File: config.mk
export PLATFORM = sky130hd
export DESIGN_NAME = dsp_norm
export DESIGN_NICKNAME = d
export VERILOG_FILES = /design/src/rtl/dsp_pkg.sv /design/src/rtl/dsp_div10.sv /design/src/rtl/dsp_norm.sv
export SDC_FILE = /design/constraint.sdc
export NUM_CORES = 1
export LEC_CHECK = 0
export ABC_AREA = 1
export BUFFER_PORTS_ARGS = -buffer_cell sky130_fd_sc_hd__buf_2
export CORE_MARGIN = 1
export CORE_UTILIZATION = 45
export CTS_CLUSTER_SIZE = 30
export DETAILED_ROUTE_END_ITERATION = 7
export GPL_ROUTABILITY_DRIVEN = 0
export PLACE_DENSITY = 0.68
export SLEW_MARGIN = 25
export SYNTH_ARGS = -nofsm -noshare
export SYNTH_HDL_FRONTEND = slang
export SYNTH_SLANG_ARGS = --single-unit
File: constraint.sdc
create_clock -name clk -period 14.9 [get_ports clk]
set_input_delay 2.235 -clock clk [delete_from_list [all_inputs] [get_ports clk]]
set_output_delay 2.235 -clock clk [all_outputs]
set_load 0.05 [all_outputs]
File: src/rtl/dsp_pkg.sv
package dsp_pkg;

  // Field widths of the text stream and of the parsed result.
  localparam int CHAR_W = 8;
  localparam int MANT_W = 64;
  localparam int EXP_W  = 16;
  localparam int CNT_W  = 16;

  // Snapshot of the parse state at the end of a string.
  typedef struct packed {
    logic                     ok;
    logic signed [MANT_W-1:0] mant;
    logic signed [EXP_W-1:0]  expo;
    logic [CNT_W-1:0]         cnt;
  } acc_snap_t;

  // One parsed result item.
  typedef struct packed {
    logic                     valid_res;
    logic signed [MANT_W-1:0] mantissa;
    logic signed [EXP_W-1:0]  exponent;
    logic [CNT_W-1:0]         consumed;
  } result_t;

endpackage

File: src/rtl/dsp_div10.sv
module dsp_div10 import dsp_pkg::*; (
  input  logic [3:0]        rem_in,
  input  logic [CHAR_W-1:0] dividend,
  output logic [CHAR_W-1:0] quo,
  output logic [3:0]        rem_out
);

  logic [7:0]  v_hi, v_lo;
  logic [15:0] p_hi, p_lo;
  logic [3:0]  q_hi, q_lo;
  logic [7:0]  x_hi, x_lo;
  logic [7:0]  d_hi, d_lo;
  logic [3:0]  r_hi;

  // Upper nibble: the partial value stays below 160, so times 205 over
  // 2048 gives the exact quotient by ten.
  assign v_hi = {rem_in, dividend[7:4]};
  assign p_hi = 16'(v_hi) * 16'd205;
  assign q_hi = p_hi[14:11];
  assign x_hi = {1'b0, q_hi, 3'b000} + {3'b000, q_hi, 1'b0};
  assign d_hi = v_hi - x_hi;
  assign r_hi = d_hi[3:0];

  // Lower nibble, same step on the remainder of the upper one.
  assign v_lo = {r_hi, dividend[3:0]};
  assign p_lo = 16'(v_lo) * 16'd205;
  assign q_lo = p_lo[14:11];
  assign x_lo = {1'b0, q_lo, 3'b000} + {3'b000, q_lo, 1'b0};
  assign d_lo = v_lo - x_lo;

  assign quo     = {q_hi, q_lo};
  assign rem_out = d_lo[3:0];

endmodule

File: src/rtl/dsp_norm.sv
module dsp_norm import dsp_pkg::*; (
  input  logic      clk,
  input  logic      rst_n,
  input  logic      start,
  input  acc_snap_t snap,
  input  logic      out_free,
  output logic      busy,
  output logic      done,
  output result_t   result
);

  localparam logic [2:0] N_IDLE  = 3'd0;
  localparam logic [2:0] N_ABS   = 3'd1;
  localparam logic [2:0] N_CHECK = 3'd2;
  localparam logic [2:0] N_DIV   = 3'd3;
  localparam logic [2:0] N_HOLD  = 3'd4;

  localparam int DIV_STEPS = MANT_W / CHAR_W;
  localparam int IDX_W     = $clog2(DIV_STEPS);
  localparam logic [IDX_W-1:0]        IDX_LAST = IDX_W'(DIV_STEPS - 1);
  localparam logic signed [EXP_W-1:0] EXP_CAP  = 16'sd63;

  logic [2:0]              state_r, state_nxt;
  logic                    ok_r, ok_nxt;
  logic                    neg_r, neg_nxt;
  logic [MANT_W-1:0]       mag_r, mag_nxt;
  logic [MANT_W-1:0]       wrk_r, wrk_nxt;
  logic signed [EXP_W-1:0] e_r, e_nxt;
  logic [CNT_W-1:0]        cnt_r, cnt_nxt;
  logic [3:0]              rem_r, rem_nxt;
  logic [IDX_W-1:0]        idx_r, idx_nxt;

  logic [CHAR_W-1:0]       q_byte;
  logic [3:0]              q_rem;
  logic [MANT_W-1:0]       wrk_shift;

  // Shared divide-by-ten unit, eight bits of the magnitude per cycle.
  dsp_div10 u_div10 (
    .rem_in   (rem_r),
    .dividend (wrk_r[MANT_W-1 -: CHAR_W]),
    .quo      (q_byte),
    .rem_out  (q_rem)
  );

  assign wrk_shift = {wrk_r[MANT_W-CHAR_W-1:0], q_byte};

  // Sequencer: take magnitude, strip trailing zeros one digit at a time up to
  // exponent 63, then hold the result until the output register is free.
  always_comb begin
    state_nxt = state_r;
    ok_nxt    = ok_r;
    neg_nxt   = neg_r;
    mag_nxt   = mag_r;
    wrk_nxt   = wrk_r;
    e_nxt     = e_r;
    cnt_nxt   = cnt_r;
    rem_nxt   = rem_r;
    idx_nxt   = idx_r;
    done      = 1'b0;

    case (state_r)
      N_IDLE: begin
        if (start) begin
          ok_nxt    = snap.ok;
          mag_nxt   = snap.ok ? snap.mant : '0;
          e_nxt     = snap.ok ? snap.expo : '0;
          cnt_nxt   = snap.cnt;
          state_nxt = N_ABS;
        end
      end
      N_ABS: begin
        neg_nxt   = mag_r[MANT_W-1];
        mag_nxt   = mag_r[MANT_W-1] ? (~mag_r + 64'd1) : mag_r;
        state_nxt = N_CHECK;
      end
      N_CHECK: begin
        if (mag_r == '0) begin
          e_nxt     = '0;
          state_nxt = N_HOLD;
        end else if (e_r >= EXP_CAP) begin
          state_nxt = N_HOLD;
        end else begin
          wrk_nxt   = mag_r;
          rem_nxt   = '0;
          idx_nxt   = '0;
          state_nxt = N_DIV;
        end
      end
      N_DIV: begin
        wrk_nxt = wrk_shift;
        rem_nxt = q_rem;
        idx_nxt = idx_r + 1'b1;
        if (idx_r == IDX_LAST) begin
          if (q_rem == 4'd0) begin
            mag_nxt   = wrk_shift;
            e_nxt     = e_r + 16'sd1;
            state_nxt = N_CHECK;
          end else begin
            state_nxt = N_HOLD;
          end
        end
      end
      N_HOLD: begin
        if (out_free) begin
          done      = 1'b1;
          state_nxt = N_IDLE;
        end
      end
      default: begin
        state_nxt = N_IDLE;
      end
    endcase
  end

  always_ff @(posedge clk) begin
    if (!rst_n) begin
      state_r <= N_IDLE;
    end else begin
      state_r <= state_nxt;
    end
  end

  // Datapath registers.
  always_ff @(posedge clk) begin
    ok_r  <= ok_nxt;
    neg_r <= neg_nxt;
    mag_r <= mag_nxt;
    wrk_r <= wrk_nxt;
    e_r   <= e_nxt;
    cnt_r <= cnt_nxt;
    rem_r <= rem_nxt;
    idx_r <= idx_nxt;
  end

  assign busy             = (state_r != N_IDLE);
  assign result.valid_res = ok_r;
  assign result.mantissa  = $signed(neg_r ? (~mag_r + 64'd1) : mag_r);
  assign result.exponent  = e_r;
  assign result.consumed  = cnt_r;

  // The running remainder of a division is always a decimal digit.
  a_rem_digit: assert property (@(posedge clk) disable iff (!rst_n)
    (state_r == N_DIV) |-> (rem_r < 4'd10))
    else $error("division remainder out of range");

  // A result is only released into a free output register.
  a_done_free: assert property (@(posedge clk) disable iff (!rst_n)
    done |-> out_free)
    else $error("result released while output is occupied");

  // A new string end only arrives while the sequencer is idle.
  a_start_idle: assert property (@(posedge clk) disable iff (!rst_n)
    start |-> (state_r == N_IDLE))
    else $error("start while normalization busy");

  // A zero magnitude ends the loop with a zero exponent.
  a_zero_exp: assert property (@(posedge clk) disable iff (!rst_n)
    (state_r == N_CHECK && mag_r == '0) |=> (state_r == N_HOLD && e_r == '0))
    else $error("zero mantissa did not clear the exponent");

endmodule

=== Word level (Yosys, flattened, before mapping) ===
Cells that the tools add are included.

* Output and inout port bits: 99
* Bits in registers: 172
* Logic and storage cells: 78
* Input bits: 101

* Magnitude comparators: 1
* Multiplexer cells: 31
* Equal/unequal tests: 13
* $add $sub $neg: 7
* Bitwise operators: 1
* Multipliers: 2
* Reductions and logical operators: 13

{| class="wikitable"
|+ Operator list
! cell !! count
|-
| two-way mux 64 bit || 8
|-
| case mux 64 bit (3 select lines) || 1
|-
| case mux 64 bit (2 select lines) || 1
|-
| two-way mux 16 bit || 5
|-
| adder 64 x 1 -> 64 bit, second input constant || 1
|-
| zero test 64 bit || 1
|-
| NOT 64 bit || 1
|-
| case mux 16 bit (3 select lines) || 1
|-
| multiplier 8 x 8 -> 15 bit, second input constant || 2
|-
| two-way mux 3 bit || 8
|-
| adder 16 x 2 -> 16 bit, second input constant || 1
|-
| >= comparator 16 x 7 -> 1 bit, second input constant || 1
|-
| != test 2 bit, second input constant || 8
|-
| case mux 3 bit (5 select lines) || 1
|-
| AND reduction 5 bit || 2
|-
| nonzero test 3 bit || 3
|-
| adder 4 bit || 2
|-
| two-way mux 4 bit || 2
|-
| case mux 4 bit (2 select lines) || 1
|-
| subtractor 4 bit || 2
|-
| == test 3 x 2 -> 1 bit, second input constant || 2
|-
| == test 3 bit, second input constant || 2
|-
| case mux 3 bit (2 select lines) || 1
|-
| AND reduction 3 bit || 2
|-
| 8 further kinds || 9
|}

=== Depth between registers and ports, before layout ===
* Depth after elaboration: 10
* Gate-level depth with buffers: 48
* Depth with buffers taken out: 48

=== By module ===
From an unflattened synthesis, not the netlist that was laid out.

* Cells, all modules: 1,576
* Area total of the unflattened synthesis: 12,713.4 um2

{| class="wikitable"
|+ By module, submodules not included
! module !! cells each !! area each (um2) !! sequential area each (um2) !! instances
|-
| dsp_norm || 1,267 || 10,263.6 || 5,134.9 || 1
|-
| dsp_div10 || 309 || 2,449.8 || 0.0 || 1
|}

=== Worst setup path before layout ===
OpenSTA, ideal clock, no wires.

* Path kind: flip-flop to flip-flop
* Start point: register wrk_r[61]
* End point: register mag_r[0] (enable)
* Library setup time: 0.639 ns
* Stages on the path, launching flop included: 43
* Data required time: 14.261 ns
* Period minus slack after synthesis: 14.402 ns
* Setup slack: 0.498 ns
* Arrival time: 13.763 ns
* Cells stage by stage: edfxtp_1 ha_1 fa_1 fa_1 inv_1 fa_1 inv_1 ha_1 a21oi_1 nor2_1 nor2_1 nand2_1 a21oi_1 xor2_1 inv_1 ha_1 xor2_1 inv_1 [... 7 more ...] inv_1 ha_1 a21oi_1 nand2_1 a21oi_1 o21ai_0 xnor2_1 inv_1 ha_1 xnor2_1 inv_1 nand3_1 nand2_1 nand2_1 nand3_1 nand2_1 nand2_1 nor4_1

* Cells in the longest elaborated chain, start to end: 9

{| class="wikitable"
|+ Ends and longest elaborated chain
! what !! RTL line !! source
|-
| start, declared || dsp_norm.sv:27 || <nowiki>logic [MANT_W-1:0] wrk_r, wrk_nxt;</nowiki>
|-
| start signal, assigned || dsp_norm.sv:128 || <nowiki>wrk_r <= wrk_nxt;</nowiki>
|-
| multiplier 8 x 8 -> 15 bit || dsp_div10.sv:18 || <nowiki>assign p_hi = 16'(v_hi) * 16'd205;</nowiki>
|-
| adder 4 bit || dsp_div10.sv:20 || <nowiki>assign x_hi = {1'b0, q_hi, 3'b000} + {3'b000, q_hi, 1'b0};</nowiki>
|-
| subtractor 4 bit (*) || dsp_div10.sv:21 || <nowiki>assign d_hi = v_hi - x_hi;</nowiki>
|-
| multiplier 8 x 8 -> 15 bit (*) || dsp_div10.sv:26 || <nowiki>assign p_lo = 16'(v_lo) * 16'd205;</nowiki>
|-
| adder 4 bit (*) || dsp_div10.sv:28 || <nowiki>assign x_lo = {1'b0, q_lo, 3'b000} + {3'b000, q_lo, 1'b0};</nowiki>
|-
| subtractor 4 bit (*) || dsp_div10.sv:29 || <nowiki>assign d_lo = v_lo - x_lo;</nowiki>
|-
| zero test 4 bit (*) || dsp_norm.sv:94 || <nowiki>if (q_rem == 4'd0) begin</nowiki>
|-
| != test 2 bit (no line) (*) || - ||
|-
| AND reduction 5 bit (no line) (*) || - ||
|-
| end signal, assigned || dsp_norm.sv:127 || <nowiki>mag_r <= mag_nxt;</nowiki>
|-
| end, declared || dsp_norm.sv:26 || <nowiki>logic [MANT_W-1:0] mag_r, mag_nxt;</nowiki>
|}

Every way passes the cells marked *; elsewhere a longest branch is shown, timed or not.
A chain may end at the register's enable or synchronous reset.

=== Worst setup path in the final report ===
* Start point: register wrk_r[61]
* End point: register mag_r[3] (enable)

The elaborated chain is that of the path after synthesis.

==> results.py <==
metrics = {
    "final_layout": {
        "nets": 1888,
        "diodes": 0,
        "drive_above_1_share_pct": 16.5,
        "syn_to_final_growth_pct": 15.6,
    },
    "worst_setup_path": {
        "r2r_cells": 43,
        "arrival_ns": 9.82,
        "cp-end-kind": "register",
        "worst_setup_path_start_kind": "register",
        "cp_common_cell": "inv_1",
        "required_ns": 14.96,
        "timing.rr.start": "wrk_r[61]",
        "cpPeakStageDelay_ns": 0.74,
        "path_class": "register to register",
        "cpMaxStageDelayCell": "buf_4",
        "crit_fanout": 63,
        "rrSetupSlack_ns": 5.15,
        "timing.rr.end": "mag_r[3]",
    },
    "worst_hold_path": {
        "hold_end": "wrk_r[56]",
        "hp-class": "register to register",
        "whs_path_depth": 2,
        "worstHoldStart": "wrk_r[48]",
    },
    "clock_network": {
        "insertion_delay_ns": 0.45,
        "hold_buffers": 0,
        "clk_pin_slew_ns": 0.07,
        "htree_levels": 4,
        "cts_tree": "done",
        "cts.sinks": 172,
        "clockBufferDepth": 2,
        "postCtsSetupBuffers": 0,
        "ctsResizeCount": 0,
        "cts-root-buf": "clkbuf_16",
        "cts_buffers": 17,
    },
    "logic_synthesis": {
        "synth_area_leaders": "edfxtp_1 41%, nand2_1 10%, ha_1 9.0%",
        "yosys.area.top_type": "edfxtp_1",
        "syn_area_sq_mm": 0.0123,
        "ys_dominant_reg_cell": "edfxtp_1",
        "async_reset_ff_share_pct": 0,
        "ys_top_cells_by_count": "333 x nand2_1, 214 x inv_1, 169 x edfxtp_1",
        "ys_ff_latch": 172,
        "seq_area_frac_synth_pct": 41.6,
        "yosysWarnings": 0,
        "yosysTopAreaCellShare_pct": 41.2,
        "synthCells": 1494,
        "ys_types": 44,
        "synthesis.nets": 1704,
        "yosysMostFrequentCell": "nand2_1",
        "syn_area_per_cell_sq_um": 8.25,
        "synth_edf_count": 169,
    },
    "die": {
        "ios": 200,
        "die_y_um": 168,
        "start_util_pct": 45.8,
        "design.die.area_sq_mm": 0.0281,
        "chipWidth_um": 168,
        "core_sq_mm": 0.0270,
        "core.rowCount": 60,
    },
    "placement": {
        "placement.io_buffers": 199,
        "hpwl_um": 26500,
    },
    "global_routing": {
        "grt_pass1_wl_um": 55900,
        "grt_pass1_vias": 10670,
        "grt_start_max_net_pins": 79,
        "grt_overflow": 0,
        "antenna_found_initial": 0,
        "gr-usage-all-layers_pct": 25.5,
    },
    "timing": {
        "max_freq_ghz": 0.103,
        "slew_headroom_pct": 28.0,
        "setup_violations": 0,
        "rsz0062_at_grt": "false",
        "maxSlewViolCount": 0,
        "hold_viol": 0,
        "setup-tns-final_ns": 0,
        "tightest_slew_ns": 1.08,
        "clock_skew_ns": 0.0186,
        "finalCriticalPeriod_ns": 9.75,
        "min_period_over_period_pct": 65.5,
    },
    "detailed_routing": {
        "drc_errors": 0,
        "routed_wl_um": 35400,
        "drt-initial-drc-count": 1165,
        "ant_nets": 0,
        "wl_per_cell_um": 17.4,
        "vias_per_cell": 5.51,
        "vias": 11189,
        "drt_first_pass_iters": 6,
    },
    "flow_run": {
        "cap_violations": 0,
    },
    "run_status": {
        "outcome": "complete, no violations",
    },
}
[through the flow]
step                      setup slack [ns]  cells  hold slack, ns  area [sq um]  util, %
after floorplan                      0.498   1494           0.503         12300        -
after global placement                5.32   2000           0.534         13700     50.8
after detailed placement              5.21   2000           0.535         13700     50.8
after CTS                             5.17   2032           0.554         14300     52.9
after global routing                  4.34   2032           0.576         14300     52.9
final                                 5.15   2032           0.550         14300     52.9
[per-layer routing]
layer  global-route usage (%)  wire [um]  share of wire, %
met5                        0          0                 0
met4                     9.85       1040               2.9
met3                     3.03       2370               6.7
met2                     41.9      16600                47
met1                     34.3      15400                43
[worst max-delay path, delay by kind of cell (launching register included)]
| family | cells | cell delay (ns) |
|---|---|---|
| DFF | 1 | 0.45 |
| xor gates and xnor gates | 4 | 0.73 |
| adders and majority gates | 12 | 4.88 |
| AOI/OAI and AO/OA | 5 | 0.81 |
| and+or+nand+nor | 11 | 1.06 |
| buffers and inverters | 11 | 1.35 |
[placed cells by master (no fill, tap or decap), types with 17 or more instances in the layout]
| master | instances |
|---|---|
| ha_1 | 89 |
| nand3_1 | 148 |
| nand4_1 | 30 |
| xor2_1 | 38 |
| clkbuf_16 | 17 |
| edfxtp_1 | 169 |
| nor3_1 | 28 |
| o21ai_0 | 145 |
| o211ai_1 | 24 |
| buf_2 | 199 |
| inv_1 | 213 |
| nor2_1 | 110 |
| fa_1 | 20 |
| nand2_1 | 333 |
[sequential cells by signal (all words and copies together), names as in the netlist]
register	flops
idx_r	3
ok_r	1
cnt_r	16
wrk_r	64
state_r	3
mag_r	64
neg_r	1
rem_r	4
e_r	16
[cell type report]
type	instances	area [sq um]
Multi-Input combinational cell	1061	6230
Clock buffer	17	425
Sequential cell	172	5130
Timing Repair Buffer	209	1070
Fill cell	2548	12700
Tap cell	341	427
Clock inverter	15	146
Inverter	217	816
[worst max path at each step]
| stage | from | endpoint | slack [ns] | cells past startpoint |
|---|---|---|---|---|
| floorplan | wrk_r[61] | mag_r[0] | 0.50 | 42 |
| global placement | wrk_r[61] | mag_r[12] | 5.32 | 43 |
| detailed placement | wrk_r[61] | mag_r[13] | 5.21 | 43 |
| CTS | wrk_r[61] | mag_r[0] | 5.17 | 43 |
| global route | wrk_r[61] | mag_r[0] | 4.34 | 43 |
| finish | wrk_r[61] | mag_r[3] | 5.15 | 43 |
[cell families after synthesis]
group                      share of synthesized area, %
DFF                                                41.6
adders and majority gates                          12.3
and+or+nand+nor                                    25.4
buffers and inverters                              8.07
AOI/OAI and AO/OA                                  9.25
xor gates and xnor gates                           3.34
Power is left out: the tool's default activity adds up to more than one toggle a clock period on the data nets, which glitch-free logic cannot reach.
