===== config.mk =====
export PLATFORM = sky130hd
export DESIGN_NAME = dsp_accum
export DESIGN_NICKNAME = d
export VERILOG_FILES = /design/src/rtl/dsp_pkg.sv /design/src/rtl/dsp_accum.sv
export SDC_FILE = /design/constraint.sdc
export NUM_CORES = 1
export LEC_CHECK = 0
export BUFFER_PORTS_ARGS = -buffer_cell sky130_fd_sc_hd__buf_4
export CORE_ASPECT_RATIO = 2
export CORE_MARGIN = 2
export CORE_UTILIZATION = 59
export CTS_CLUSTER_SIZE = 10
export DETAILED_ROUTE_END_ITERATION = 7
export GPL_TIMING_DRIVEN = 0
export PLACE_DENSITY = 0.88
export SLEW_MARGIN = 10
export SYNTH_ARGS = -nofsm -noshare
export SYNTH_HDL_FRONTEND = slang
export SYNTH_SLANG_ARGS = --single-unit
export TNS_END_PERCENT = 5

===== constraint.sdc =====
create_clock -name clk -period 6.65 [get_ports clk]
set_input_delay 0.3325 -clock clk [delete_from_list [all_inputs] [get_ports clk]]
set_output_delay 0.3325 -clock clk [all_outputs]
set_load 0.05 [all_outputs]

===== src/rtl/dsp_pkg.sv =====
package dsp_pkg;

  // Field widths of the text stream and of the parsed result.
  localparam int CHAR_W = 8;
  localparam int MANT_W = 64;
  localparam int EXP_W  = 16;
  localparam int CNT_W  = 16;

  // Snapshot of the parse state at the end of a string.
  typedef struct packed {
    logic                     ok;
    logic signed [MANT_W-1:0] mant;
    logic signed [EXP_W-1:0]  expo;
    logic [CNT_W-1:0]         cnt;
  } acc_snap_t;

  // One parsed result item.
  typedef struct packed {
    logic                     valid_res;
    logic signed [MANT_W-1:0] mantissa;
    logic signed [EXP_W-1:0]  exponent;
    logic [CNT_W-1:0]         consumed;
  } result_t;

endpackage


===== src/rtl/dsp_accum.sv =====
module dsp_accum import dsp_pkg::*; #(
  parameter int unsigned MAX_CHARS = 65535
) (
  input  logic              clk,
  input  logic              rst_n,
  input  logic              step,
  input  logic [CHAR_W-1:0] character,
  input  logic              clear,
  output acc_snap_t         snap
);

  localparam logic [1:0] PH_WS     = 2'd0;
  localparam logic [1:0] PH_DIGITS = 2'd1;
  localparam logic [1:0] PH_END    = 2'd2;

  localparam logic [CHAR_W-1:0] CH_MINUS = 8'h2D;
  localparam logic [CHAR_W-1:0] CH_PLUS  = 8'h2B;
  localparam logic [CHAR_W-1:0] CH_POINT = 8'h2E;
  localparam logic [CHAR_W-1:0] CH_ZERO  = 8'h30;
  localparam logic [CHAR_W-1:0] CH_NINE  = 8'h39;
  localparam logic [CHAR_W-1:0] CH_SPACE = 8'h20;
  localparam logic [CHAR_W-1:0] CH_TAB   = 8'h09;
  localparam logic [CHAR_W-1:0] CH_LF    = 8'h0A;
  localparam logic [CHAR_W-1:0] CH_CR    = 8'h0D;

  localparam logic signed [MANT_W-1:0] MANT_LIM = 64'sd922337203685477580;
  localparam logic signed [EXP_W-1:0]  EXP_MAX  = 16'sh7FFF;
  localparam logic signed [EXP_W-1:0]  EXP_MIN  = 16'sh8000;
  localparam logic [CNT_W-1:0]         CNT_LIM  = CNT_W'(MAX_CHARS);

  logic [1:0]               phase_r, phase_nxt;
  logic                     neg_r, neg_nxt;
  logic                     frac_r, frac_nxt;
  logic                     seen_r, seen_nxt;
  logic                     bad_r, bad_nxt;
  logic signed [MANT_W-1:0] mant_r, mant_nxt;
  logic signed [EXP_W-1:0]  exp_r, exp_nxt;
  logic [CNT_W-1:0]         cnt_r, cnt_nxt;

  logic                     is_dig;
  logic                     is_blank;
  logic                     take_dig;
  logic                     cons;
  logic                     ovf;
  logic signed [MANT_W-1:0] sdig;
  logic signed [MANT_W-1:0] mant_mac;

  // Character classes.
  assign is_dig   = (character >= CH_ZERO) && (character <= CH_NINE);
  assign is_blank = (character == CH_SPACE) || (character == CH_TAB) ||
                    (character == CH_LF) || (character == CH_CR);

  // Multiply-accumulate by ten with the sign applied to the new digit.
  assign sdig     = neg_r ? -$signed({60'd0, character[3:0]})
                          : $signed({60'd0, character[3:0]});
  assign mant_mac = (mant_r <<< 3) + (mant_r <<< 1) + sdig;
  assign ovf      = (mant_r < -MANT_LIM) || (mant_r > MANT_LIM);

  // Next parse state for the current character.
  always_comb begin
    phase_nxt = phase_r;
    neg_nxt   = neg_r;
    frac_nxt  = frac_r;
    seen_nxt  = seen_r;
    bad_nxt   = bad_r;
    mant_nxt  = mant_r;
    exp_nxt   = exp_r;
    cnt_nxt   = cnt_r;
    take_dig  = 1'b0;
    cons      = 1'b0;

    if (step) begin
      case (phase_r)
        PH_WS: begin
          if (character == CH_MINUS) begin
            neg_nxt   = 1'b1;
            phase_nxt = PH_DIGITS;
            cons      = 1'b1;
          end else if (character == CH_PLUS) begin
            phase_nxt = PH_DIGITS;
            cons      = 1'b1;
          end else if (character == CH_POINT) begin
            frac_nxt  = 1'b1;
            phase_nxt = PH_DIGITS;
            cons      = 1'b1;
          end else if (is_dig) begin
            phase_nxt = PH_DIGITS;
            take_dig  = 1'b1;
          end else if (is_blank) begin
            cons = 1'b1;
          end else begin
            bad_nxt   = 1'b1;
            phase_nxt = PH_END;
          end
        end
        PH_DIGITS: begin
          if (character == CH_POINT) begin
            if (!frac_r) begin
              frac_nxt = 1'b1;
              cons     = 1'b1;
            end else begin
              phase_nxt = PH_END;
            end
          end else if (is_dig) begin
            take_dig = 1'b1;
          end else begin
            phase_nxt = PH_END;
          end
        end
        default: begin
          // The parse has ended; later characters are ignored.
        end
      endcase
    end

    // A digit either grows the mantissa or, once it is too large, only
    // moves the exponent for integer digits.
    if (take_dig) begin
      seen_nxt = 1'b1;
      cons     = 1'b1;
      if (ovf) begin
        if (!frac_r && (exp_r != EXP_MAX)) begin
          exp_nxt = exp_r + 16'sd1;
        end
      end else begin
        mant_nxt = mant_mac;
        if (frac_r && (exp_r != EXP_MIN)) begin
          exp_nxt = exp_r - 16'sd1;
        end
      end
    end

    if (cons && (cnt_r < CNT_LIM)) begin
      cnt_nxt = cnt_r + 16'd1;
    end

    if (clear) begin
      phase_nxt = PH_WS;
      neg_nxt   = 1'b0;
      frac_nxt  = 1'b0;
      seen_nxt  = 1'b0;
      bad_nxt   = 1'b0;
      mant_nxt  = '0;
      exp_nxt   = '0;
      cnt_nxt   = '0;
    end
  end

  // Parse state registers.
  always_ff @(posedge clk) begin
    if (!rst_n) begin
      phase_r <= PH_WS;
      neg_r   <= 1'b0;
      frac_r  <= 1'b0;
      seen_r  <= 1'b0;
      bad_r   <= 1'b0;
      mant_r  <= '0;
      exp_r   <= '0;
      cnt_r   <= '0;
    end else begin
      phase_r <= phase_nxt;
      neg_r   <= neg_nxt;
      frac_r  <= frac_nxt;
      seen_r  <= seen_nxt;
      bad_r   <= bad_nxt;
      mant_r  <= mant_nxt;
      exp_r   <= exp_nxt;
      cnt_r   <= cnt_nxt;
    end
  end

  assign snap.ok   = seen_r && !bad_r;
  assign snap.mant = mant_r;
  assign snap.expo = exp_r;
  assign snap.cnt  = cnt_r;

endmodule


After elaboration in Yosys (flattened, before gate mapping)
Cells that the tools add are included.

Add/subtract/negate cells: 6. $lt $le $gt $ge: 5. Equal/unequal tests: 16. Mux-type cells: 33. Bitwise gates (word level): 7. Reductions and logical operators: 21.

Operators by type and width (number): 64-bit adder (2); 64-bit by 61-bit > comparator with 1-bit output, second input constant (1); 64-bit by 61-bit less-than comparator with 1-bit output, second input constant (1); 64-bit 2-to-1 mux (1); 4-bit negator with 64-bit output (1); 16-bit 2-to-1 mux (3); 8-bit by 6-bit == test with 1-bit output, second input constant (4); 16-bit != test, second input constant (2); 8-bit by 4-bit == test with 1-bit output, second input constant (3); 1-bit 2-to-1 mux (17); 16-bit by 1-bit adder with 16-bit output, second input constant (1); 16-bit by 2-bit adder with 16-bit output, second input constant (1); 16-bit less-than comparator, second input constant (1); 2-bit 2-to-1 mux (8); 16-bit by 2-bit subtractor with 16-bit output, second input constant (1); 8-bit by 6-bit greater-or-equal comparator with 1-bit output, second input constant (1); 8-bit by 6-bit less-or-equal comparator with 1-bit output, second input constant (1); 1-bit inverter (7); 7-bit AND reduction (1); 3-bit != test, second input constant (2); 6-bit != test, second input constant (1); 1-bit case mux with 2 select lines (3); 3-bit AND reduction (2); 1-bit logical AND (5); other kinds (12) (18).

Register bits: 102. Output and inout port bits: 97. Logic and storage cells: 96.

Logic depth before layout (Yosys ltp)
Gate-level depths: netlist (run 1).

Depth in word-level cells: 13. Depth in mapped cells: 19. Gate-level depth less buffers: 18.

Least setup slack after synthesis (run 1)
OpenSTA, ideal clock, no wires.

Path kind: input-to-reg. From: in character[0]. To: reg mant_r[62]. Data arrival time: 5.541 ns. Required time: 6.521 ns. Path slack: 0.979 ns. Stages: 17. Buffers on the path: 1. Cell sequence: inv_1 -> ha_1 -> nor3b_1 -> nor2b_1 -> fa_1 -> ha_1 -> buf_2 -> a21o_1 -> a211o_1 -> a221o_1 -> a21o_1 -> a31o_2 -> a31oi_1 -> o211ai_1 -> a21oi_1 -> xor2_1 -> o21ai_0.

Longest elaborated chain between the ends: 9. Elaborated cells on any way between the ends: 16.

Ends and longest elaborated chain: start: declaration (RTL line dsp_accum.sv:7) `input logic [CHAR_W-1:0] character,`; branches (longest 9 deep; another with 4-bit negator with 64-bit output); end signal: assignment (RTL line dsp_accum.sv:166) `mant_r <= mant_nxt;`; end: declaration (RTL line dsp_accum.sv:36) `logic signed [MANT_W-1:0] mant_r, mant_nxt;`.

Parallel ways; which one is timed is not known. A chain may end at the register's enable or synchronous reset.

Final worst setup path (run 1)
From: in character[2]. To: reg mant_r[60].

Same word-level chain as after synthesis.

==> out/metrics.yaml, run 1 <==
setup_path:
  start_kind: "primary input"
  setup.worst_path.class: "in -> reg"
  arrival_ps: 5200
  endpoint_kind: "flip-flop"
  critPathRequiredTime_ps: 6890
  crit_fanout: 9
clock_tree:
  post-cts-setup-buffers: 0
  clk-insertion-delay-late_ps: 360
  numCtsBuffers: 9
  cts_tree: "built"
  cts.clk_slew.worst_paths_ps: 70
  cts.repair.resized: 0
  cts_buffer_depth: 2
  postCtsHoldBufs: 0
  cts.sinks: 102
  cts-root-buf: "clkbuf_16"
  htreeDepth: 3
cells_and_area:
  multi_input_area_mm2: 0.00762
  drive_gt1_share_pct: 12.3
  fillers: 1318
  area_growth_pct: 14.6
  instances_no_fill: 1519
  regArea_mm2: 0.00204
  final_nets: 1464
  diodes: 0
logic_synthesis:
  synthTopCellsByArea: "dfxtp_1 (21%), fa_1 (13%), ha_1 (10%), nor2_1 (5.8%), mux2i_1 (5.3%)"
  synth_flop_cell: "dfxtp_1"
  yosys.area.top_type_share_pct: 20.6
  synth-edff-count: 0
  ys_types: 70
  synth-seq-cells: 102
  synth_area_mm2: 0.00993
  ys_seq_area_share_pct: 20.6
  synth_top_cell_by_area: "dfxtp_1"
  syn-mean-instance-area_um2: 8.37
  synthCells: 1186
  ys_warn_count: 0
  syn_nets: 1343
  async_flop_share_pct: 0
global_routing:
  antenna_found_initial: 0
  grt_usage_pct: 31.5
  overflow: 0
  grt_max_degree: 19
  grt_pass1_wl_um: 45200
  grt_pass1_vias: 9237
place:
  hpwl_um: 22200
  post-place-cells: 1503
  io_buffers: 107
  gp_congestion: 0.949
power_and_ir_drop:
  powerDensity_mw_per_mm2: 107
  ir_worst_vdd_uv: 120
  pwr-share-seq_pct: 50.1
  power.internal_mw: 0.932
  p_clk_share_pct: 45.9
  netSwitchingFraction_pct: 23.7
  switchingPower_mw: 0.290
  leakagePower_nw: 5.08
  finalPower_mw: 1.22
  p_comb_share_pct: 4.0
die:
  io_pins: 109
  fp.dieW_um: 95.7
  start_util_pct: 59.8
  die_height_um: 187
  core_area_mm2: 0.0166
  std_cell_rows: 67
  die-area_mm2: 0.0179
timing:
  finalMaxSlewViolations: 0
  worstMarginPinSlew_ps: 783
  rsz0062_at_grt: "false"
  fin_crit_ps: 4970
  setup_viol: 0
  max_freq_ghz: 0.201
  whs_ps: 222
  finClkSkew_ps: 6.04
  hold_viol: 0
  period_share_pct: 74.7
  timing.slew.headroom_pct: 47.6
route:
  num_vias: 9779
  viasPerCell: 6.44
  wl_um: 28300
  drt-pass1-iter-count: 5
  post_drt_wl_per_cell_um: 18.6
  antenna_left: 0
  drc: 0
  drtIter0Drc: 604
min_path:
  hp-class: "in -> reg"
outcome:
  run_status: "completed"
flow_run:
  max_cap_viol_count: 0
==> cells in the mapped netlist, types with 6 or more instances <==
library cell and instances:
fa_1 62, mux2i_1 53, and3_1 15, ha_1 83, nor4_1 16, a21oi_1 101
nor2b_1 12, o21ai_0 62, o21a_1 6, xor2_1 34, inv_1 28, a211o_1 6
nand4_1 38, nor3_1 20, nand3_1 23, buf_2 10, nor2_1 153, dfxtp_1 102
nand2_1 88, o211ai_1 13, xnor2_1 53, nand2b_1 7, and2_1 11, a211oi_1 10
o21bai_1 12, a31oi_1 18, a21o_1 37, clkbuf_1 33
==> placed cells by master (no fill, tap or decap), types with 9 or more instances in the layout <==
master and n:
and3_1 15, nor2_1 153, ha_1 83, xor2_1 34
nand4_1 38, mux2i_1 53, buf_4 107, fa_1 62
a21o_1 37, o21bai_1 12, o21ai_0 62, nor2b_1 10
xnor2_1 53, nor4_1 16, clkbuf_1 33, o211ai_1 13
inv_1 28, a211oi_1 10, nand2_1 88, and2_1 11
dfxtp_1 102, nand3_1 23, buf_2 10, nor3_1 20
a31oi_1 18, a21oi_1 101, clkbuf_16 9
==> logic make-up after synthesis <==
group                    count (synthesis)  synth area share [%]
buffers and inverters                   72                  2.85
AO/OA/AOI/OAI                          311                  19.9
flip-flops                             102                  20.6
AND/OR/NAND/NOR                        416                  20.7
XOR/XNOR                                87                  7.68
adder cells (fa/ha/maj)                145                  23.0
multiplexers                            53                  5.34
==> area by class of cell <==
class                      instances  share of cell area, %
buffer                            44                   1.56
clock buffer                      10                   2.10
clock inverter                     6                  0.616
inverter                          28                  0.924
multi-input combinational       1012                   67.0
sequential                       102                   17.9
tap                              207                   2.28
timing repair buffer             110                   7.57
==> worst paths after layout <==
check	endpoint	start	depth (start not counted)	slack, ps
setup / recovery	mant_r[60]	character[2]	17	1680
hold reg to reg	bad_r	bad_r	2	490
hold / removal	phase_r[1]	step	3	220
setup reg to reg	mant_r[51]	neg_r	14	1700
==> registers in the layout, indices dropped and copies added (netlist names) <==
name and flops:
frac_r 1, cnt_r 16, seen_r 1, mant_r 64, bad_r 1, exp_r 16
phase_r 2, neg_r 1
==> power groups by stage <==
stage | Clock, mW | Sequential [mW] | Combinational [mW]
finish | 0.561 | 0.613 | 0.0493
global route | 0.584 | 0.613 | 0.0528
CTS | 0.564 | 0.613 | 0.0486
detailed placement | 0 | 0.627 | 0.0482
global placement | 0 | 0.627 | 0.0459
floorplan | 0 | 0.628 | 0.0281
==> through the flow <==
stage | setup TNS (ps) | worst slack [ps] | area [um2] | utilization, %
floorplan | 0 | 979 | 9930 | -
global placement | -13540 | -852 | 11000 | 66.2
detailed placement | 0 | 1390 | 11100 | 66.7
CTS | 0 | 1750 | 11400 | 68.5
global route | 0 | 1430 | 11400 | 68.5
finish | 0 | 1680 | 11400 | 68.5
==> worst max-delay path, stage by stage <==
cell      delay [ps]
clkbuf_1         330
nor3_1           180
ha_1             240
nor2b_2          630
fa_1             550
ha_1             390
or4_1            490
o21ai_0          160
a211o_1          200
o21ai_2          100
a41o_1           300
a31oi_1          390
o41ai_2          190
a221oi_2         340
o21ai_1          120
xnor2_1          180
o21ai_0           90
==> layer usage <==
layer,global-route usage [%],wire length [um],vias up
met1,40.7,11200,4674
met4,12.4,947,0
met3,4.83,2140,80
li1,-,-,4554
met5,0,0,-
met2,52.0,14100,471
No activity file was read; power rests on OpenSTA's default activity.
==> run 2: changes to the inputs <==
--- a/config.mk
+++ b/config.mk
@@ -8,11 +8,11 @@
 export BUFFER_PORTS_ARGS = -buffer_cell sky130_fd_sc_hd__buf_4
 export CORE_ASPECT_RATIO = 2
 export CORE_MARGIN = 2
-export CORE_UTILIZATION = 59
+export CORE_UTILIZATION = 55
 export CTS_CLUSTER_SIZE = 10
 export DETAILED_ROUTE_END_ITERATION = 7
 export GPL_TIMING_DRIVEN = 0
-export PLACE_DENSITY = 0.88
+export PLACE_DENSITY = 0.87
 export SLEW_MARGIN = 10
 export SYNTH_ARGS = -nofsm -noshare
 export SYNTH_HDL_FRONTEND = slang
==> constraint.sdc (replaced) <==
create_clock -name clk -period 4.4 [get_ports clk]
set_input_delay 0.22 -clock clk [delete_from_list [all_inputs] [get_ports clk]]
set_output_delay 0.22 -clock clk [all_outputs]
set_load 0.05 [all_outputs]
==> out/metrics.yaml, run 2 (synthesized netlist as in run 1, its figures left out) <==
route:
  drc: 0  # unchanged
  post_drt_wl_per_cell_um: 20.9  # was 18.6 um
  antenna_left: 0  # unchanged
  drt-pass1-iter-count: 5  # unchanged
  routed-wl-met3_um: 1680  # was 2140 um
  top_layer_used: "met4"  # unchanged
  met1Wirelength_um: 10800  # was 11200 um
  num_vias: 9943  # was 9779
  met2_length_um: 17000  # was 14100 um
  viasPerCell: 6.44  # about the same
  wl_um: 32300  # was 28300 um
  drtIter0Drc: 508  # was 604
place:
  post-place-ws_ps: -1080  # was 1390 ps
  hpwl_um: 24400  # was 22200 um
  io_buffers: 107  # unchanged
  gp_congestion: 1.05  # was 0.949
setup_path:
  crit_buf_inv: 1  # unchanged
  crit_slowest_cell: "fa_1"  # was nor2b_2
  crit_chain: "nand4bb_4, o311ai_4, nand3_2, a21o_1, a211o_1, a31o_4, buf_12, fa_1, a21o_1, a21o_1, a21oi_1, o21bai_1, a21o_1, a21oi_2, a21oi_2, a21o_1, a21oi_2, xor2_1, o31ai_1"  # was clkbuf_1, nor3_1, ha_1, nor2b_2, fa_1, ha_1, or4_1, o21ai_0, a211o_1, o21ai_2, a41o_1, a31oi_1, o41ai_2, a221oi_2, o21ai_1, xnor2_1, o21ai_0
  critPathRequiredTime_ps: 4640  # was 6890 ps
  endpoint_kind: "flip-flop"  # unchanged
  arrival_ps: 4620  # was 5200 ps
  max_stage_delay_ps: 390  # was 630 ps
  setup.worst_path.class: "reg -> reg"  # was in -> reg
  start_kind: "flip-flop"  # was primary input
  critical_path.most_common_cell: "a21o_1"
  crit_fanout: 7  # was 9
  path_delay_family: "compound AO/OA/AOI/OAI gates"  # unchanged
cells_and_area:
  final_common_cell: "nor2_1"  # unchanged
  largest_register: "mant_r"  # unchanged
  final_cell_mix: "nor2_1 (153), buf_4 (127), a21oi_1 (94), nand2_1 (88), ha_1 (81)"  # was nor2_1 (153), buf_4 (107), dfxtp_1 (102), a21oi_1 (101), nand2_1 (88)
  area_growth_pct: 19.3  # was 14.6%
  drive_gt1_share_pct: 18.5  # was 12.3%
  largest_reg_flops: 64  # unchanged
  reg.largest.list: "mant_r: 64 flops, cnt_r: 16 flops, exp_r: 16 flops"  # unchanged
  finalCoreUtilization_pct: 66.9  # was 68.5%
  final_nets: 1484  # was 1464
  diodes: 0  # unchanged
power_and_ir_drop:
  leakagePower_nw: 5.33  # was 5.08 nW
  pwr-share-seq_pct: 47.8  # was 50.1%
  ir_worst_vdd_uv: 155  # was 120 uV
  p_clk_share_pct: 48.1  # was 45.9%
  netSwitchingFraction_pct: 23.7  # about the same
  switchingPower_mw: 0.458  # was 0.290 mW
  p_comb_share_pct: 4.1  # was 4.0%
  power.internal_mw: 1.47  # was 0.932 mW
  powerDensity_mw_per_mm2: 163  # was 107 mW/mm2
  finalPower_mw: 1.93  # was 1.22 mW
global_routing:
  grt_max_degree: 19  # unchanged
  overflow: 0  # unchanged
  grt_usage_pct: 33.7  # was 31.5%
  grt_pass1_vias: 10100  # was 9237
  antenna_found_initial: 0  # unchanged
  grt_pass1_wl_um: 51100  # was 45200 um
die:
  die_height_um: 194  # was 187 um
  die-area_mm2: 0.0192  # was 0.0179 mm2
  core_area_mm2: 0.0177  # was 0.0166 mm2
  fp.dieW_um: 99.0  # was 95.7 um
  io_pins: 109  # unchanged
  start_util_pct: 56.1  # was 59.8%
  std_cell_rows: 69  # was 67
clock_tree:
  cts_buffer_depth: 2  # unchanged
  htreeDepth: 3  # unchanged
  cts.sinks: 102  # unchanged
  numCtsBuffers: 9  # unchanged
  clk-insertion-delay-late_ps: 380  # was 360 ps
  cts_tree: "built"  # unchanged
  cts-root-buf: "clkbuf_16"  # unchanged
  postCtsHoldBufs: 0  # unchanged
  cts.clk_slew.worst_paths_ps: 80  # was 70 ps
timing:
  max_freq_ghz: 0.228
  setup_viol: 0  # unchanged
  worstMarginPinSlew_ps: 677  # was 783 ps
  tns_ps: 0  # unchanged
  period_share_pct: 99.5
  setup_slack_ps: 21.7  # was 1680 ps
  timing.slew.headroom_pct: 54.9  # was 47.6%
  finalMaxSlewViolations: 0  # unchanged
  fin_crit_ps: 4380
  hold_viol: 0  # unchanged
  rsz0062_at_grt: "true"  # was false
  finClkSkew_ps: 10.9  # was 6.04 ps
  whs_ps: 92.4  # was 222 ps
flow_run:
  max_cap_viol_count: 0  # unchanged
outcome:
  run_status: "completed"  # unchanged
min_path:
  hp-class: "in -> reg"  # unchanged
run 2: area by class of cell:
class	count	area [um2]
buffer	41	168
clock buffer	10	239
clock inverter	6	100
fill	1437	5860
inverter	28	105
multi-input combinational	1013	7800
sequential	102	2100
tap	213	267
timing repair buffer	132	1060
run 2: final timing paths:
kind	cells after the start	to	slack (ps)	startpoint
worst min-delay path	3	phase_r[1]	90	step
worst max-delay path	19	exp_r[14]	20	mant_r[9]
worst min register to register	2	seen_r	470	seen_r
worst max register to register	19	exp_r[14]	20	mant_r[9]
run 2: timing repair:
action,4_1_cts,5_1_grt
setup endpoints to repair,36,18
cloned,1,0
setup buffers,21,3
endpoints found under the hold margin,0,0
resized for setup,39,38
pin swaps,3,13
run 2: per-stage QoR:
step                std cells  instance area [um2]
floorplan                1186                 9940
global placement         1506                11000
detailed placement       1507                11000
CTS                      1545                11700
global route             1545                11800
finish                   1545                11800
run 2: layer usage:
metal / global-route usage (%) / up-vias
met5: 0 / -
met4: 25.3 / 0
met3: 4.04 / 179
met2: 61.6 / 458
met1: 33.8 / 4713
li1: - / 4593
run 2: worst register-to-register path: cells and delay by family (launching register included):
kind	cells	cell delay, ps
XOR/XNOR	1	180
AND/OR/NAND/NOR	2	450
flip-flops	1	380
buffers and inverters	1	140
adder cells (fa/ha/maj)	1	390
AO/OA/AOI/OAI	14	2680
run 2: power groups by stage:
stage / Sequential (mW) / Clock [mW] / Combinational (mW)
after floorplan: 0.949 / 0 / 0.0430
after global placement: 0.948 / 0 / 0.0710
after detailed placement: 0.948 / 0 / 0.0729
after CTS: 0.926 / 0.931 / 0.0758
after global routing: 0.923 / 0.962 / 0.0857
final: 0.923 / 0.928 / 0.0794
==> run 3: changes to the inputs <==
--- a/config.mk
+++ b/config.mk
@@ -8,11 +8,11 @@
 export BUFFER_PORTS_ARGS = -buffer_cell sky130_fd_sc_hd__buf_4
 export CORE_ASPECT_RATIO = 2
 export CORE_MARGIN = 2
-export CORE_UTILIZATION = 55
+export CORE_UTILIZATION = 45
 export CTS_CLUSTER_SIZE = 10
 export DETAILED_ROUTE_END_ITERATION = 7
 export GPL_TIMING_DRIVEN = 0
-export PLACE_DENSITY = 0.87
+export PLACE_DENSITY_LB_ADDON = 0.15
 export SLEW_MARGIN = 10
 export SYNTH_ARGS = -nofsm -noshare
 export SYNTH_HDL_FRONTEND = slang
==> out/metrics.yaml, run 3 (synthesized netlist as in run 1, its figures left out) <==
cells_and_area:
  largest_register: "mant_r"  # unchanged
  largest_reg_flops: 64  # unchanged
  final_common_cell: "nor2_1"  # unchanged
  area_growth_pct: 19.5  # was 19.3%
  reg.largest.list: "mant_r: 64 flops, cnt_r: 16 flops, exp_r: 16 flops"  # unchanged
  finalCoreUtilization_pct: 54.9  # was 66.9%
  drive_gt1_share_pct: 17.9  # was 18.5%
  final_cell_mix: "nor2_1 (153), buf_4 (125), a21oi_1 (90), nand2_1 (88)"  # was nor2_1 (153), buf_4 (127), a21oi_1 (94), nand2_1 (88), ha_1 (81)
  final_nets: 1481  # was 1484
  instances_no_fill: 1602  # was 1545
  diodes: 0  # unchanged
route:
  num_vias: 9650  # was 9943
  wl_um: 33800  # was 32300 um
  viasPerCell: 6.02  # was 6.44
  drc: 0  # unchanged
  drt-pass1-iter-count: 5  # unchanged
  antenna_left: 0  # unchanged
  drtIter0Drc: 522  # was 508
  post_drt_wl_per_cell_um: 21.1  # was 20.9 um
global_routing:
  grt_pass1_wl_um: 52500  # was 51100 um
  grt_max_degree: 20  # was 19
  antenna_found_initial: 0  # unchanged
  grt_pass1_vias: 9791  # was 10100
  grt_usage_pct: 29.4  # was 33.7%
  overflow: 0  # unchanged
setup_path:
  setup.worst_path.class: "in -> reg"  # was reg -> reg
  ff2ff_setup_slack_ps: 90  # was 20 ps
  arrival_ps: 4570  # was 4620 ps
  start_kind: "primary input"  # was flip-flop
  endpoint_kind: "flip-flop"  # unchanged
  crit_fanout: 9  # was 7
  critPathRequiredTime_ps: 4650  # was 4640 ps
clock_tree:
  numCtsBuffers: 9  # unchanged
  cts.clk_slew.worst_paths_ps: 80  # about the same
  cts-root-buf: "clkbuf_16"  # unchanged
  cts_buffer_depth: 2  # unchanged
  htreeDepth: 3  # unchanged
  cts_tree: "built"  # unchanged
  postCtsHoldBufs: 0  # unchanged
  cts.sinks: 102  # unchanged
  clk-insertion-delay-late_ps: 390  # was 380 ps
place:
  io_buffers: 107  # unchanged
  gp_congestion: 0.985  # was 1.05
  hpwl_um: 26500  # was 24400 um
  post-place-cells: 1567  # was 1507
power_and_ir_drop:
  powerDensity_mw_per_mm2: 160  # was 163 mW/mm2
  ir_worst_vdd_uv: 213  # was 155 uV
  leakagePower_nw: 5.27  # was 5.33 nW
timing:
  setup_viol: 0  # unchanged
  rsz0062_at_grt: "true"  # unchanged
  period_share_pct: 98.1  # was 99.5%
  hold_viol: 0  # unchanged
  whs_ps: 73.8  # was 92.4 ps
  max_freq_ghz: 0.232  # was 0.228 GHz
  finalMaxSlewViolations: 0  # unchanged
  finClkSkew_ps: 18.5  # was 10.9 ps
  worstMarginPinSlew_ps: 769  # was 677 ps
  timing.slew.headroom_pct: 48.2  # was 54.9%
  fin_crit_ps: 4320  # was 4380 ps
die:
  core_area_mm2: 0.0216  # was 0.0177 mm2
  start_util_pct: 46.0  # was 56.1%
  std_cell_rows: 76  # was 69
  io_pins: 109  # unchanged
  fp.dieW_um: 109  # was 99.0 um
  die_height_um: 214  # was 194 um
  die-area_mm2: 0.0233  # was 0.0192 mm2
outcome:
  run_status: "completed"  # unchanged
min_path:
  hp-class: "in -> reg"  # unchanged
flow_run:
  max_cap_viol_count: 0  # unchanged
[run 3: final timing paths]
check / from / to / cells after the start
max: character[0] / mant_r[54] / 21
min: step / phase_r[1] / 3
max reg2reg: neg_r / mant_r[54] / 17
min reg2reg: bad_r / bad_r / 2
[run 3: area by class of cell]
class	count	area (um2)
flip-flops and latches	102	2070
plain buffers	41	169
clock inverters	7	85.1
inverters	28	105
repair buffers	129	1030
clock buffers	9	225
fillers	2059	9730
well taps	273	342
multi-input cells	1013	7830
[run 3: metrics by stage]
step                      area [um2]  TNS, ps  setup WS (ps)  total power [mW]
after CTS                      11700    -47.3          -31.2              1.92
after floorplan                 9940        0            102             0.992
after detailed placement       11100   -32220          -1340              1.02
after global placement         11100   -32740          -1320              1.02
final                          11900        0           81.7              1.90
after global routing           11900     -351          -94.5              1.96
[run 3: per-layer routing]
metal / global-route usage, % / vias to the layer above / routed length [um]
li1: - / 4570 / -
met1: 28.1 / 4640 / 11400
met2: 54.6 / 303 / 18300
met3: 4.50 / 137 / 1370
met4: 21.1 / 0 / 2680
met5: 0 / - / 0
[run 3: repair_timing]
item	in CTS	in global routing
resized for setup	30	44
setup endpoints to repair	45	20
hold endpoints to repair	0	0
pin swaps	2	14
setup buffers	17	4
gates cloned	1	0
[run 3: power breakdown]
group / leakage [nW] / switching [mW] / internal, mW / total (mW)
Clock: 0.153 / 0.441 / 0.454 / 0.895
Sequential: 0.834 / 0.00212 / 0.923 / 0.925
Combinational: 4.28 / 0.0541 / 0.0252 / 0.0792
[run 3: critical path, cell delays in order]
cell and delay (ps):
buf_4 140, inv_1 90, ha_1 220, nor3b_4 280, nor2b_4 70, buf_12 150, buf_4 160, fa_1 460
ha_1 300, buf_2 180, a21o_1 170, a211o_1 310, a221o_1 290, a21o_1 210, a31o_2 330, a31oi_4 210
o211ai_1 250, buf_4 210, xnor2_1 120, mux2i_1 130, nor2_1 50
